<file path="config.mk">
export PLATFORM = sky130hd
export DESIGN_NAME = ltmb_queue
export DESIGN_NICKNAME = d
export VERILOG_FILES = /design/src/hdl/ltmb_pkg.sv /design/src/hdl/ltmb_queue.sv
export VERILOG_INCLUDE_DIRS = /design/src /design/src/hdl
export SDC_FILE = /design/constraint.sdc
export NUM_CORES = 1
export LEC_CHECK = 0
export ABC_AREA = 1
export BUFFER_PORTS_ARGS = -buffer_cell sky130_fd_sc_hd__buf_2
export CELL_PAD_IN_SITES_DETAIL_PLACEMENT = 0
export CELL_PAD_IN_SITES_GLOBAL_PLACEMENT = 1
export CORE_MARGIN = 5
export CORE_UTILIZATION = 43
export DETAILED_ROUTE_END_ITERATION = 10
export GPL_TIMING_DRIVEN = 1
export PLACE_DENSITY = 0.77
export SYNTH_ARGS = -nofsm -noshare
export SYNTH_HDL_FRONTEND = slang
export SYNTH_SLANG_ARGS = --single-unit
</file>
<file path="constraint.sdc">
create_clock -name clk -period 3.3 [get_ports clk]
set_input_delay 0.165 -clock clk [delete_from_list [all_inputs] [get_ports clk]]
set_output_delay 0.165 -clock clk [all_outputs]
set_load 0.02 [all_outputs]
</file>
<file path="src/hdl/layer_thickness_map_blend_defines.svh">
// ----------------------------------------------------------------------------
// Layer thickness map blend - assertion macros
// Shared concurrent assertion helpers for the map blend RTL.
// ----------------------------------------------------------------------------
`ifndef LAYER_THICKNESS_MAP_BLEND_DEFINES_SVH
`define LAYER_THICKNESS_MAP_BLEND_DEFINES_SVH

`ifndef ASSERT_OFF
// same-cycle implication
`define LTMB_ASSERT_IMP(label, clk, rst_n, ante, cons) \
	label: assert property (@(posedge clk) disable iff (!rst_n) (ante) |-> (cons)) \
		else $error("ltmb assertion failed");
// next-cycle implication
`define LTMB_ASSERT_NXT(label, clk, rst_n, ante, cons) \
	label: assert property (@(posedge clk) disable iff (!rst_n) (ante) |=> (cons)) \
		else $error("ltmb assertion failed");
`else
`define LTMB_ASSERT_IMP(label, clk, rst_n, ante, cons)
`define LTMB_ASSERT_NXT(label, clk, rst_n, ante, cons)
`endif

`endif

</file>
<file path="src/hdl/ltmb_pkg.sv">
// ----------------------------------------------------------------------------
// ltmb_pkg
// Types and constants shared by the layer thickness map blend modules.
// ----------------------------------------------------------------------------
`timescale 1ns / 1ps

package ltmb_pkg;

	localparam int MAX_COLS   = 1024;
	localparam int MAX_ROWS   = 256;
	localparam int COL_BITS   = $clog2(MAX_COLS);
	localparam int ROW_BITS   = $clog2(MAX_ROWS);
	localparam int ADDR_BITS  = COL_BITS + ROW_BITS;
	localparam int TBL_DEPTH  = MAX_COLS * MAX_ROWS;

	// table entry: {valid, signed Q11.5 thickness}
	localparam int H_W        = 17;
	localparam int ENTRY_W    = H_W + 1;

	localparam int DIST_W     = 16;
	localparam int VAL_W      = 16;
	localparam int OUT_W      = 24;
	localparam logic [OUT_W-1:0] OUT_MAX = {OUT_W{1'b1}};
	localparam int ROUND_HALF = 128;

	localparam int DIV_STAGES = VAL_W;
	localparam int LEN_W      = DIST_W + 1;
	localparam int NUM_W      = VAL_W + LEN_W;

	localparam int QUEUE_DEPTH = 4;
	localparam int QPTR_W      = $clog2(QUEUE_DEPTH);

	localparam logic ACT_LOAD  = 1'b0;
	localparam logic ACT_QUERY = 1'b1;

	typedef enum logic [1:0] {
		REG_BLEND_MODE   = 2'd0,
		REG_SCALE_FACTOR = 2'd1,
		REG_COLS_IN_USE  = 2'd2,
		REG_ROWS_IN_USE  = 2'd3
	} reg_idx_t;

	typedef struct packed {
		logic        blend_mode;
		logic [15:0] scale_factor;
		logic [10:0] cols_in_use;
		logic [8:0]  rows_in_use;
	} cfg_t;

	// one classified query word between front and back
	typedef struct packed {
		logic              vis;
		logic              blend;
		logic [VAL_W-1:0]  h1;
		logic [VAL_W-1:0]  h2;
		logic [DIST_W-1:0] near_dist;
		logic [DIST_W-1:0] far_dist;
	} job_t;

endpackage

</file>
<file path="src/hdl/ltmb_queue.sv">
// ----------------------------------------------------------------------------
// ltmb_queue
// Short FIFO of classified query words between front and back.
// ----------------------------------------------------------------------------
`timescale 1ns / 1ps
`include "layer_thickness_map_blend_defines.svh"

module ltmb_queue (
	input  logic           clk,
	input  logic           arst_n,
	input  logic           push,
	input  ltmb_pkg::job_t push_job,
	input  logic           pop,
	output ltmb_pkg::job_t pop_job,
	output logic           not_empty,
	output logic           nearly_full
);

	ltmb_pkg::job_t                mem_q [ltmb_pkg::QUEUE_DEPTH];
	logic [ltmb_pkg::QPTR_W-1:0]   wr_q, rd_q;
	logic [ltmb_pkg::QPTR_W:0]     count_q;

	always_ff @(posedge clk or negedge arst_n) begin
		if (!arst_n) begin
			wr_q    <= '0;
			rd_q    <= '0;
			count_q <= '0;
		end else begin
			if (push) begin
				wr_q <= wr_q + 1'b1;
			end
			if (pop) begin
				rd_q <= rd_q + 1'b1;
			end
			count_q <= count_q + (ltmb_pkg::QPTR_W+1)'(push) - (ltmb_pkg::QPTR_W+1)'(pop);
		end
	end

	always_ff @(posedge clk) begin
		if (push) begin
			mem_q[wr_q] <= push_job;
		end
	end

	assign pop_job   = mem_q[rd_q];
	assign not_empty = (count_q != '0);
	// room left for the two words that may already be in the front
	assign nearly_full = (count_q >= (ltmb_pkg::QPTR_W+1)'(ltmb_pkg::QUEUE_DEPTH - 2));

	`LTMB_ASSERT_IMP(a_no_overflow, clk, arst_n,
		count_q == (ltmb_pkg::QPTR_W+1)'(ltmb_pkg::QUEUE_DEPTH), !push || pop)

endmodule

</file>
==> results_dict.tcl <==
set metrics [dict create \
    area_growth_pct 22.2 \
    pre_cts_ws_ns 1.26 \
    antenna_left 0 \
    worst_pin_slew_ns 0.865 \
    nFillCells 2233 \
    via_count 7401 \
    setup_viol 0 \
    grt_usage_pct 15.7 \
    fin_nets 1361 \
    finalClockSkew_ns 0.0178 \
    io_pins 138 \
    relSlewSlack_pct 42.4 \
    vias_per_cell 4.52 \
    final_core_util_pct 53.6 \
    hold_viol_final 0 \
    worstSkewPairLatency_ns 0.53 \
    startpoint_type "register" \
    seq_area_frac_synth_pct 70.4 \
    synth_seq_cells 271 \
    highest_layer "met5" \
    cp_max_fo 63 \
    cts_tree "done" \
    antenna_found_initial 2 \
    rows 59 \
    cts-root-buf "clkbuf_16" \
    wl_met1_um 10800 \
    globalRouteOverflowTotal 0 \
    cellLeakagePower_uw 0.00653 \
    initial_core_util_pct 43.9 \
    die-area_um2 30100 \
    dpl_cell_area_um2 12500 \
    end_kind "primary output" \
    drive_gt1_share_pct 15.0 \
    die_w_um 174 \
    grt_first_pass_wirelength_um 38500 \
    setup.worst_path.class "reg2out" \
    grt_pass1_vias 7328 \
    cts.sinks 271 \
    drtIter0Drc 454 \
    synth_area_leaders "edfxtp_1, nand2_1, inv_1" \
    drc_errors 0 \
    gp_congestion 0.714 \
    cts.reportedPaths.clkPinSlew_ns 0.06 \
    fin_tns_setup_ns 0 \
    status "completed" \
    drv_cap 0 \
    routed_wl_um 24100 \
    met2_length_um 11700 \
    numCtsBuffers 28 \
    grt_setup_unrepaired "false" \
    wire_per_inst_um 14.7 \
    critPathRequiredTime_ns 3.13 \
    syn_nets 1155 \
    die_h_um 174 \
    fin_crit_sh_pct 73.9 \
    netlist_area_um2 11500 \
    period_needed_ns 2.44 \
    fin_area_um2 14100 \
    wl_met3_um 1210 \
    hpwlAfterDp_um 14200 \
    port_buffers 137 \
    holdWs_ns 0.388 \
    synth_top_area_share_pct 68.9 \
    slew_viol_final 0 \
    vdd_drop_max_v 0.000759 \
    syn_inst 1077 \
    postSynthAreaPerCell_um2 10.7 \
    yosys_warnings 0 \
    setup_ws_ns 0.861 \
    worstPathArrival_ns 2.27 \
    cts-htree-levels 1 \
    clock_path_buffers 3 \
    coreArea_um2 26200 \
    drt_pass1_iterations 5 \
    max_freq_mhz 410 \
    grt_max_degree 135 \
    power_density_nw_per_um2 869 \
    hp-class "in2reg" \
    post-synth-top-area-cell "edfxtp_1" \
    synth_cell_types 14 \
]
kinds of logic (layout without fill, tap and decap cells):
| group | count (synthesis) | count (layout) | synth area share, % |
|---|---|---|---|
| buffers and inverters | 322 | 548 | 11.4 |
| xor gates and xnor gates | 4 | 4 | 0.305 |
| AOI/OAI and AO/OA | 1 | 1 | 0.0435 |
| DFF | 271 | 271 | 70.4 |
| adders and majority gates | 8 | 8 | 0.935 |
| and+or+nand+nor | 471 | 471 | 16.8 |
| other | 0 | 1 | 0 |
where the power goes:
group / internal (uW) / total (uW) / switching, uW
sequential: 4510 / 4660 / 146
combinational: 1360 / 4670 / 3310
clock: 1680 / 2880 / 1200
path summary, 6_finish.rpt:
path | startpoint | to | slack, ns | depth (start not counted)
worst max-delay path | rd_q[0]$_DFFE_PN0P_ | pop_job[62] | 0.86 | 6
worst min-delay path | push_job[56] | mem_q[3][56]$_DFFE_PP_ | 0.39 | 2
worst max register to register | wr_q[0]$_DFFE_PN0P_ | mem_q[3][27]$_DFFE_PP_ | 1.27 | 4
worst min register to register | wr_q[0]$_DFFE_PN0P_ | wr_q[0]$_DFFE_PN0P_ | 0.53 | 1
max in group asynchronous | arst_n | wr_q[0]$_DFFE_PN0P_ | 1.99 | 4
min in group asynchronous | arst_n | wr_q[1]$_DFFE_PN0P_ | 0.57 | 3
critical path: stages, from the launching register on:
cell and delay [ns]:
dfrtp_4 0.50, inv_4 0.50, buf_12 0.30, nand2_1 0.09
nand3_1 0.09, nand2_1 0.08, buf_2 0.17
stage by stage:
step,cells,total power [uW]
global route,1639,13000
finish,1639,12200
global placement,1517,9400
floorplan,1077,7930
CTS,1638,12400
detailed placement,1517,9440
layer usage:
metal  track usage (%)  vias to the layer above
met5                 0                        -
met4              3.23                        2
met3              2.68                       28
met2              26.9                      166
met1              21.2                     3445
li1                  -                     3760
state kept, by name, indices dropped and copies added, names as in the netlist:
register / flops
mem_q: 264
rd_q: 2
wr_q: 2
count_q: 3
timing repair:
| action | CTS | global route |
|---|---|---|
| hold buffers | 71 | 0 |
| hold endpoints to repair | 276 | 0 |
| gates resized for setup | 0 | 0 |
| setup buffers | 0 | 0 |
cell usage after synthesis:
library cell and instances:
dfrtp_1 7, buf_6 9, clkbuf_1 9, ha_1 7, inv_2 2, inv_1 276, buf_4 3, o21ai_1 1
xor2_1 4, nand3_1 134, nand2_1 337, buf_2 23, edfxtp_1 264, fa_1 1
layout make-up:
class / instances / area, um2 / share of cell area [%]
clock buffers: 39 / 803 / 5.72
well taps: 335 / 419 / 2.98
repair buffers: 220 / 1540 / 10.9
inverters: 278 / 1050 / 7.48
multi-input cells: 484 / 2080 / 14.8
clock inverters: 11 / 51.3 / 0.365
diodes: 1 / 2.50 / 0.0178
flip-flops and latches: 271 / 8110 / 57.7
cell usage in the layout, fill, tap and decap left out, drive strengths merged:
| cell | count |
|---|---|
| clkinv | 14 |
| edfxtp | 264 |
| inv | 274 |
| fa | 1 |
| xor2 | 4 |
| ha | 7 |
| clkbuf | 39 |
| buf | 149 |
| dlygate4sd3 | 71 |
| o21ai | 1 |
| nand3 | 134 |
| dfrtp | 7 |
| diode | 1 |
| clkinvlp | 1 |
| nand2 | 337 |
Power figures use the tool's default switching activity.
