==> src/hdl/layer_thickness_map_blend_defines.svh <==
// ----------------------------------------------------------------------------
// Layer thickness map blend - assertion macros
// Shared concurrent assertion helpers for the map blend RTL.
// ----------------------------------------------------------------------------
`ifndef LAYER_THICKNESS_MAP_BLEND_DEFINES_SVH
`define LAYER_THICKNESS_MAP_BLEND_DEFINES_SVH

`ifndef ASSERT_OFF
// same-cycle implication
`define LTMB_ASSERT_IMP(label, clk, rst_n, ante, cons) \
	label: assert property (@(posedge clk) disable iff (!rst_n) (ante) |-> (cons)) \
		else $error("ltmb assertion failed");
// next-cycle implication
`define LTMB_ASSERT_NXT(label, clk, rst_n, ante, cons) \
	label: assert property (@(posedge clk) disable iff (!rst_n) (ante) |=> (cons)) \
		else $error("ltmb assertion failed");
`else
`define LTMB_ASSERT_IMP(label, clk, rst_n, ante, cons)
`define LTMB_ASSERT_NXT(label, clk, rst_n, ante, cons)
`endif

`endif

==> src/hdl/ltmb_pkg.sv <==
// ----------------------------------------------------------------------------
// ltmb_pkg
// Types and constants shared by the layer thickness map blend modules.
// ----------------------------------------------------------------------------
`timescale 1ns / 1ps

package ltmb_pkg;

	localparam int MAX_COLS   = 1024;
	localparam int MAX_ROWS   = 256;
	localparam int COL_BITS   = $clog2(MAX_COLS);
	localparam int ROW_BITS   = $clog2(MAX_ROWS);
	localparam int ADDR_BITS  = COL_BITS + ROW_BITS;
	localparam int TBL_DEPTH  = MAX_COLS * MAX_ROWS;

	// table entry: {valid, signed Q11.5 thickness}
	localparam int H_W        = 17;
	localparam int ENTRY_W    = H_W + 1;

	localparam int DIST_W     = 16;
	localparam int VAL_W      = 16;
	localparam int OUT_W      = 24;
	localparam logic [OUT_W-1:0] OUT_MAX = {OUT_W{1'b1}};
	localparam int ROUND_HALF = 128;

	localparam int DIV_STAGES = VAL_W;
	localparam int LEN_W      = DIST_W + 1;
	localparam int NUM_W      = VAL_W + LEN_W;

	localparam int QUEUE_DEPTH = 4;
	localparam int QPTR_W      = $clog2(QUEUE_DEPTH);

	localparam logic ACT_LOAD  = 1'b0;
	localparam logic ACT_QUERY = 1'b1;

	typedef enum logic [1:0] {
		REG_BLEND_MODE   = 2'd0,
		REG_SCALE_FACTOR = 2'd1,
		REG_COLS_IN_USE  = 2'd2,
		REG_ROWS_IN_USE  = 2'd3
	} reg_idx_t;

	typedef struct packed {
		logic        blend_mode;
		logic [15:0] scale_factor;
		logic [10:0] cols_in_use;
		logic [8:0]  rows_in_use;
	} cfg_t;

	// one classified query word between front and back
	typedef struct packed {
		logic              vis;
		logic              blend;
		logic [VAL_W-1:0]  h1;
		logic [VAL_W-1:0]  h2;
		logic [DIST_W-1:0] near_dist;
		logic [DIST_W-1:0] far_dist;
	} job_t;

endpackage

==> src/hdl/ltmb_back.sv <==
// ----------------------------------------------------------------------------
// ltmb_back
// Blend arithmetic: weighted sum, pipelined rounding divider, scale and
// saturation. Takes one queue word per cycle and never stalls.
// ----------------------------------------------------------------------------
`timescale 1ns / 1ps
`include "layer_thickness_map_blend_defines.svh"

module ltmb_back (
	input  logic                      clk,
	input  logic                      arst_n,
	input  logic                      take,
	input  ltmb_pkg::job_t            job,
	input  logic [15:0]               scale_factor,
	output logic                      done,
	output logic                      visible,
	output logic [ltmb_pkg::OUT_W-1:0] scaled_thickness
);

	localparam int DS = ltmb_pkg::DIV_STAGES;

	logic                         vld_s1, vis_s1, blend_s1;
	logic [ltmb_pkg::VAL_W-1:0]   h1_s1;
	logic [31:0]                  p1_s1, p2_s1;
	logic [ltmb_pkg::LEN_W-1:0]   len_s1;

	logic                         vld_s2, vis_s2;
	logic [ltmb_pkg::NUM_W-1:0]   num_s2;
	logic [ltmb_pkg::LEN_W-1:0]   len_s2;

	// divider stages, index 0 is the dividend setup from s2
	logic                         dvld_s [DS+1];
	logic                         dvis_s [DS+1];
	logic [ltmb_pkg::LEN_W-1:0]   drem_s [DS+1];
	logic [ltmb_pkg::VAL_W-1:0]   dlow_s [DS+1];
	logic [ltmb_pkg::LEN_W-1:0]   dlen_s [DS+1];
	logic [ltmb_pkg::VAL_W-1:0]   dq_s   [DS+1];

	logic                         vld_s3, vis_s3;
	logic [31:0]                  prod_s3;

	logic [32:0]                  rnd;
	logic [24:0]                  shr;

	logic                         done_q, visible_q;
	logic [ltmb_pkg::OUT_W-1:0]   scaled_q;

	always_ff @(posedge clk or negedge arst_n) begin
		if (!arst_n) begin
			vld_s1 <= 1'b0;
			vld_s2 <= 1'b0;
			vld_s3 <= 1'b0;
			done_q <= 1'b0;
		end else begin
			vld_s1 <= take;
			vld_s2 <= vld_s1;
			vld_s3 <= dvld_s[DS];
			done_q <= vld_s3;
		end
	end

	always_ff @(posedge clk) begin
		vis_s1   <= job.vis;
		blend_s1 <= job.blend;
		h1_s1    <= job.h1;
		p1_s1    <= job.h1 * job.far_dist;
		p2_s1    <= job.h2 * job.near_dist;
		len_s1   <= {1'b0, job.near_dist} + {1'b0, job.far_dist};

		vis_s2 <= vis_s1;
		// single sample goes through the divider as h1 / 1
		if (blend_s1) begin
			num_s2 <= ltmb_pkg::NUM_W'({1'b0, p1_s1} + {1'b0, p2_s1})
				+ ltmb_pkg::NUM_W'(len_s1 >> 1);
			len_s2 <= len_s1;
		end else begin
			num_s2 <= ltmb_pkg::NUM_W'(h1_s1);
			len_s2 <= ltmb_pkg::LEN_W'(1);
		end
	end

	// quotient fits VAL_W bits, so the top of the dividend is already below len
	assign dvld_s[0] = vld_s2;
	assign dvis_s[0] = vis_s2;
	assign drem_s[0] = num_s2[ltmb_pkg::NUM_W-1:ltmb_pkg::VAL_W];
	assign dlow_s[0] = num_s2[ltmb_pkg::VAL_W-1:0];
	assign dlen_s[0] = len_s2;
	assign dq_s[0]   = '0;

	for (genvar k = 0; k < DS; k++) begin : g_div
		logic [ltmb_pkg::LEN_W:0] trial;
		logic                     ge;
		assign trial = {drem_s[k], dlow_s[k][ltmb_pkg::VAL_W-1]};
		assign ge    = (trial >= {1'b0, dlen_s[k]});

		always_ff @(posedge clk or negedge arst_n) begin
			if (!arst_n) begin
				dvld_s[k+1] <= 1'b0;
			end else begin
				dvld_s[k+1] <= dvld_s[k];
			end
		end

		always_ff @(posedge clk) begin
			dvis_s[k+1] <= dvis_s[k];
			dlen_s[k+1] <= dlen_s[k];
			dlow_s[k+1] <= {dlow_s[k][ltmb_pkg::VAL_W-2:0], 1'b0};
			dq_s[k+1]   <= {dq_s[k][ltmb_pkg::VAL_W-2:0], ge};
			drem_s[k+1] <= ge ? ltmb_pkg::LEN_W'(trial - {1'b0, dlen_s[k]})
				: ltmb_pkg::LEN_W'(trial);
		end
	end

	always_ff @(posedge clk) begin
		vis_s3  <= dvis_s[DS];
		prod_s3 <= dq_s[DS] * scale_factor;
	end

	assign rnd = {1'b0, prod_s3} + 33'(ltmb_pkg::ROUND_HALF);
	assign shr = rnd[32:8];

	always_ff @(posedge clk) begin
		visible_q <= vis_s3;
		if (!vis_s3) begin
			scaled_q <= '0;
		end else if (shr > 25'(ltmb_pkg::OUT_MAX)) begin
			scaled_q <= ltmb_pkg::OUT_MAX;
		end else begin
			scaled_q <= shr[ltmb_pkg::OUT_W-1:0];
		end
	end

	assign done             = done_q;
	assign visible          = visible_q;
	assign scaled_thickness = scaled_q;

	`LTMB_ASSERT_IMP(a_hidden_is_zero, clk, arst_n, done_q && !visible_q, scaled_q == '0)
	`LTMB_ASSERT_NXT(a_div_feeds_out, clk, arst_n, dvld_s[DS], vld_s3)

endmodule

==> config.mk <==
export PLATFORM = sky130hd
export DESIGN_NAME = ltmb_back
export DESIGN_NICKNAME = d
export VERILOG_FILES = /design/src/hdl/ltmb_pkg.sv /design/src/hdl/ltmb_back.sv
export VERILOG_INCLUDE_DIRS = /design/src /design/src/hdl
export SDC_FILE = /design/constraint.sdc
export NUM_CORES = 2
export LEC_CHECK = 0
export ABC_AREA = 1
export BUFFER_PORTS_ARGS = -buffer_cell sky130_fd_sc_hd__buf_2
export CAP_MARGIN = 15
export CORE_ASPECT_RATIO = 1.2
export CORE_UTILIZATION = 30
export DETAILED_ROUTE_END_ITERATION = 10
export GPL_TIMING_DRIVEN = 0
export HOLD_SLACK_MARGIN = 0.05
export PLACE_DENSITY = 0.48
export SLEW_MARGIN = 20
export SYNTH_ARGS = -nofsm -noshare
export SYNTH_HDL_FRONTEND = slang
export SYNTH_SLANG_ARGS = --single-unit
export TNS_END_PERCENT = 100
==> constraint.sdc <==
create_clock -name clk -period 5.6 [get_ports clk]
set_clock_uncertainty 0.2 [all_clocks]
set_input_delay 0.28 -clock clk [delete_from_list [all_inputs] [get_ports clk]]
set_output_delay 0.28 -clock clk [all_outputs]
set_load 0.05 [all_outputs]
==> metrics.md <==
| Metric | Value |
|---|---|
| CP Launch Type | register |
| Synthesized cell area | 71070 um^2 |
| Number of CTS-inserted buffers | approximately 110 |
| Die X-Extent | 446.3 um |
| Bufs and invs on worst path | 5 |
| Crit path max fanout | 10 |
| Max-cap violations | 0 |
| Slew margin rel. | roughly 37% |
| First-pass GRT wire length | 331800 um |
| Congestion Overflow GR | 0 |
| Initial Util | 30.18% |
| Max stage delay on crit path | 540 ps |
| Area delta synth->final | 14.06% |
| Post-synth ARST share | 1.994% |
| Slew @ Worst Pin | 941.9 ps |
| Die ar. | roughly 240000 um^2 |
| Slowest cell on crit path | fa_1 |
| Synth Flop Type | dfxtp_1 |
| Port Buffer Count | 80 |
| Crit path cell chain | clkbuf_8 -> nand2_1 -> fa_1 -> fa_1 -> inv_1 -> fa_1 -> fa_1 -> fa_1 -> inv_1 -> fa_1 -> inv_1 -> ha_4 -> nand2_2 -> nor2_2 -> inv_1 -> nor2_2 -> nand3_1 -> nand3_1 -> xor2_1 |
| Worst min path class | register to register |
| Commonest non-fill, non-tap cell in the layout | nand2_1 |
| H-tree level count | 3 |
| Setup crit end kind | register |
| CP dominant cell by count | fa_1 |
| GRT Util Overall | 17.76% |
| Syn avg cell area | approximately 7.6 um^2 |
| Routability cong. | 0.9355 |
| Final Hold Fails | 0 |
| CTS tree | done |
| Final Critical Period | 5508 ps |
| Share of cells above drive strength 1 | 6.218% |
| Register area share after synthesis | 28.39% |
| Final worst setup slack | about 92 ps |
| Post-DP HPWL | 178300 um |
| Avg Vias per Cell | 4.505 |
| Post-synth net total | approximately 11000 |
| Fin crit share | a little under 100% |
| Router iterations before antenna repair | 6 |
| Delay-heaviest family, CP | adder cells |
| Final net count | 10974 |
| DRC viols | 0 |
| Pre-CTS setup slack | -1374 ps |
| Synth warn | 0 |
| Initial antenna violation count | 3 |
| Post-synthesis register bit count | 1003 |
| Core ar. | 235400 um^2 |
| Worst-skew pair later-pin latency | 790 ps |
| CP arrival | 5980 ps |
| Initial DRC count | 2835 |
| Cells after Synth | 9381 |
| Height of the die | 535.2 um |
| Number of enable flip-flop cells after synthesis | 0 |
| Vias in the first global route | 60699 |
| Antenna Violating Nets Remaining | 0 |
| Max Transition Viols Final | 0 |
| Max Fclk | 181.6 MHz |
| CP required | 6070 ps |
| TritonCTS Sinks | 1003 |
| Most frequent cells in the layout | 2577 x nand2_1, 2048 x inv_1, 967 x dfxtp_1 |
| Unrepaired setup endpoints after global routing | true |
| Setup CP Type | register to register |
| Routed wire length | 211200 um |
| IO Pins | 111 |
| Clock slew at reported path FFs | 60 ps |
| Run status | completed |
| Wire per inst | around 16 um |
| # setup viols final | 0 |
| Cell variety after synth | 43 |
| FP Rows | 195 |
| Pin count of the biggest net entering global routing | 21 |
| Root buffer cell | clkbuf_16 |
| Via count | 58036 |
| CTS max path bufs | 3 |
-- timing repair --
item,4_1_cts,5_1_grt
hold buffers,77,2
buffers inserted,12,23
hold endpoints to repair,63,2
setup endpoints to repair,64,54
gates resized for setup,169,174
pin swaps,3,37
-- cell usage after synthesis (22+ instances only) --
| master | count | area [um^2] |
|---|---|---|
| o21ai_0 | 413 | 2067 |
| clkbuf_1 | 196 | 735.7 |
| a21o_1 | 22 | 165.2 |
| nand3_1 | 298 | 1491 |
| nor2_1 | 492 | 1847 |
| nor3_1 | 64 | 320.3 |
| dfxtp_1 | 983 | 19680 |
| xnor2_1 | 51 | 446.7 |
| nand3b_1 | 34 | 255.2 |
| buf_4 | 35 | 262.8 |
| nand2_1 | 2589 | 9718 |
| o21bai_1 | 29 | 217.7 |
| fa_1 | 614 | 12290 |
| ha_1 | 645 | 8070 |
| inv_1 | 2060 | 7732 |
| xor2_1 | 175 | 1533 |
| nand4_1 | 120 | 750.7 |
| a21oi_1 | 436 | 2182 |
-- per-layer routing --
metal / wire (um) / GRT usage (%)
met1: 84010 / 19.66
met2: 110700 / 33.81
met3: 7322 / 1.833
met4: 9157 / 7.881
met5: 11 / 0
-- path summary, 6_finish.rpt --
kind,start,end,slack [ps],cells after the start
worst max-delay path,dq_s[15],prod_s3[20],90,19
worst min-delay path,dlow_s[141],dlow_s[126],60,0
worst max register to register,dq_s[15],prod_s3[20],90,19
worst min register to register,dlow_s[141],dlow_s[126],60,0
max in group asynchronous,arst_n,dvld_s[3],4170,3
min in group asynchronous,arst_n,dvld_s[11],500,3
-- logic make-up after synthesis --
logic type | share of synthesized area, %
and+or+nand+nor | 20.95
xor gates and xnor gates | 2.785
DFF | 28.39
adders and majority gates | 28.65
AOI/OAI and AO/OA | 6.799
buffers and inverters | 12.41
-- registers in the layout, indices dropped and copies added, names as in the netlist, 24 cells and up --
register,cells
dlen_s,255
drem_s,255
dq_s,136
dlow_s,120
num_s2,33
p1_s1,32
p2_s1,32
prod_s3,25
scaled_thickness,24
-- through the flow --
stage	util (%)	hold slack (ps)	setup TNS, ps	std cells	area [um^2]
after detailed placement	32.03	38.51	-66860	12613	75410
final	34.43	57.51	0	12883	81060
after CTS	34.23	52.06	-40.12	12879	80590
after global routing	34.43	68.92	-284.1	12883	81060
after global placement	32.03	23.96	-66160	12613	75410
after floorplan	-	-215.6	0	9381	71070
-- area by class of cell --
class	instances	area (um^2)
tap	3152	3944
multi-input combinational	6071	42440
clock buffer	137	3058
buffer	184	1195
timing repair buffer	194	1474
clock inverter	78	964.7
antenna	1	2.502
fill	25315	154400
sequential	1003	20240
inverter	2063	7744
Power is not shown: default switching activity piles up to over one toggle a cycle in this logic, so the estimate is an artifact.
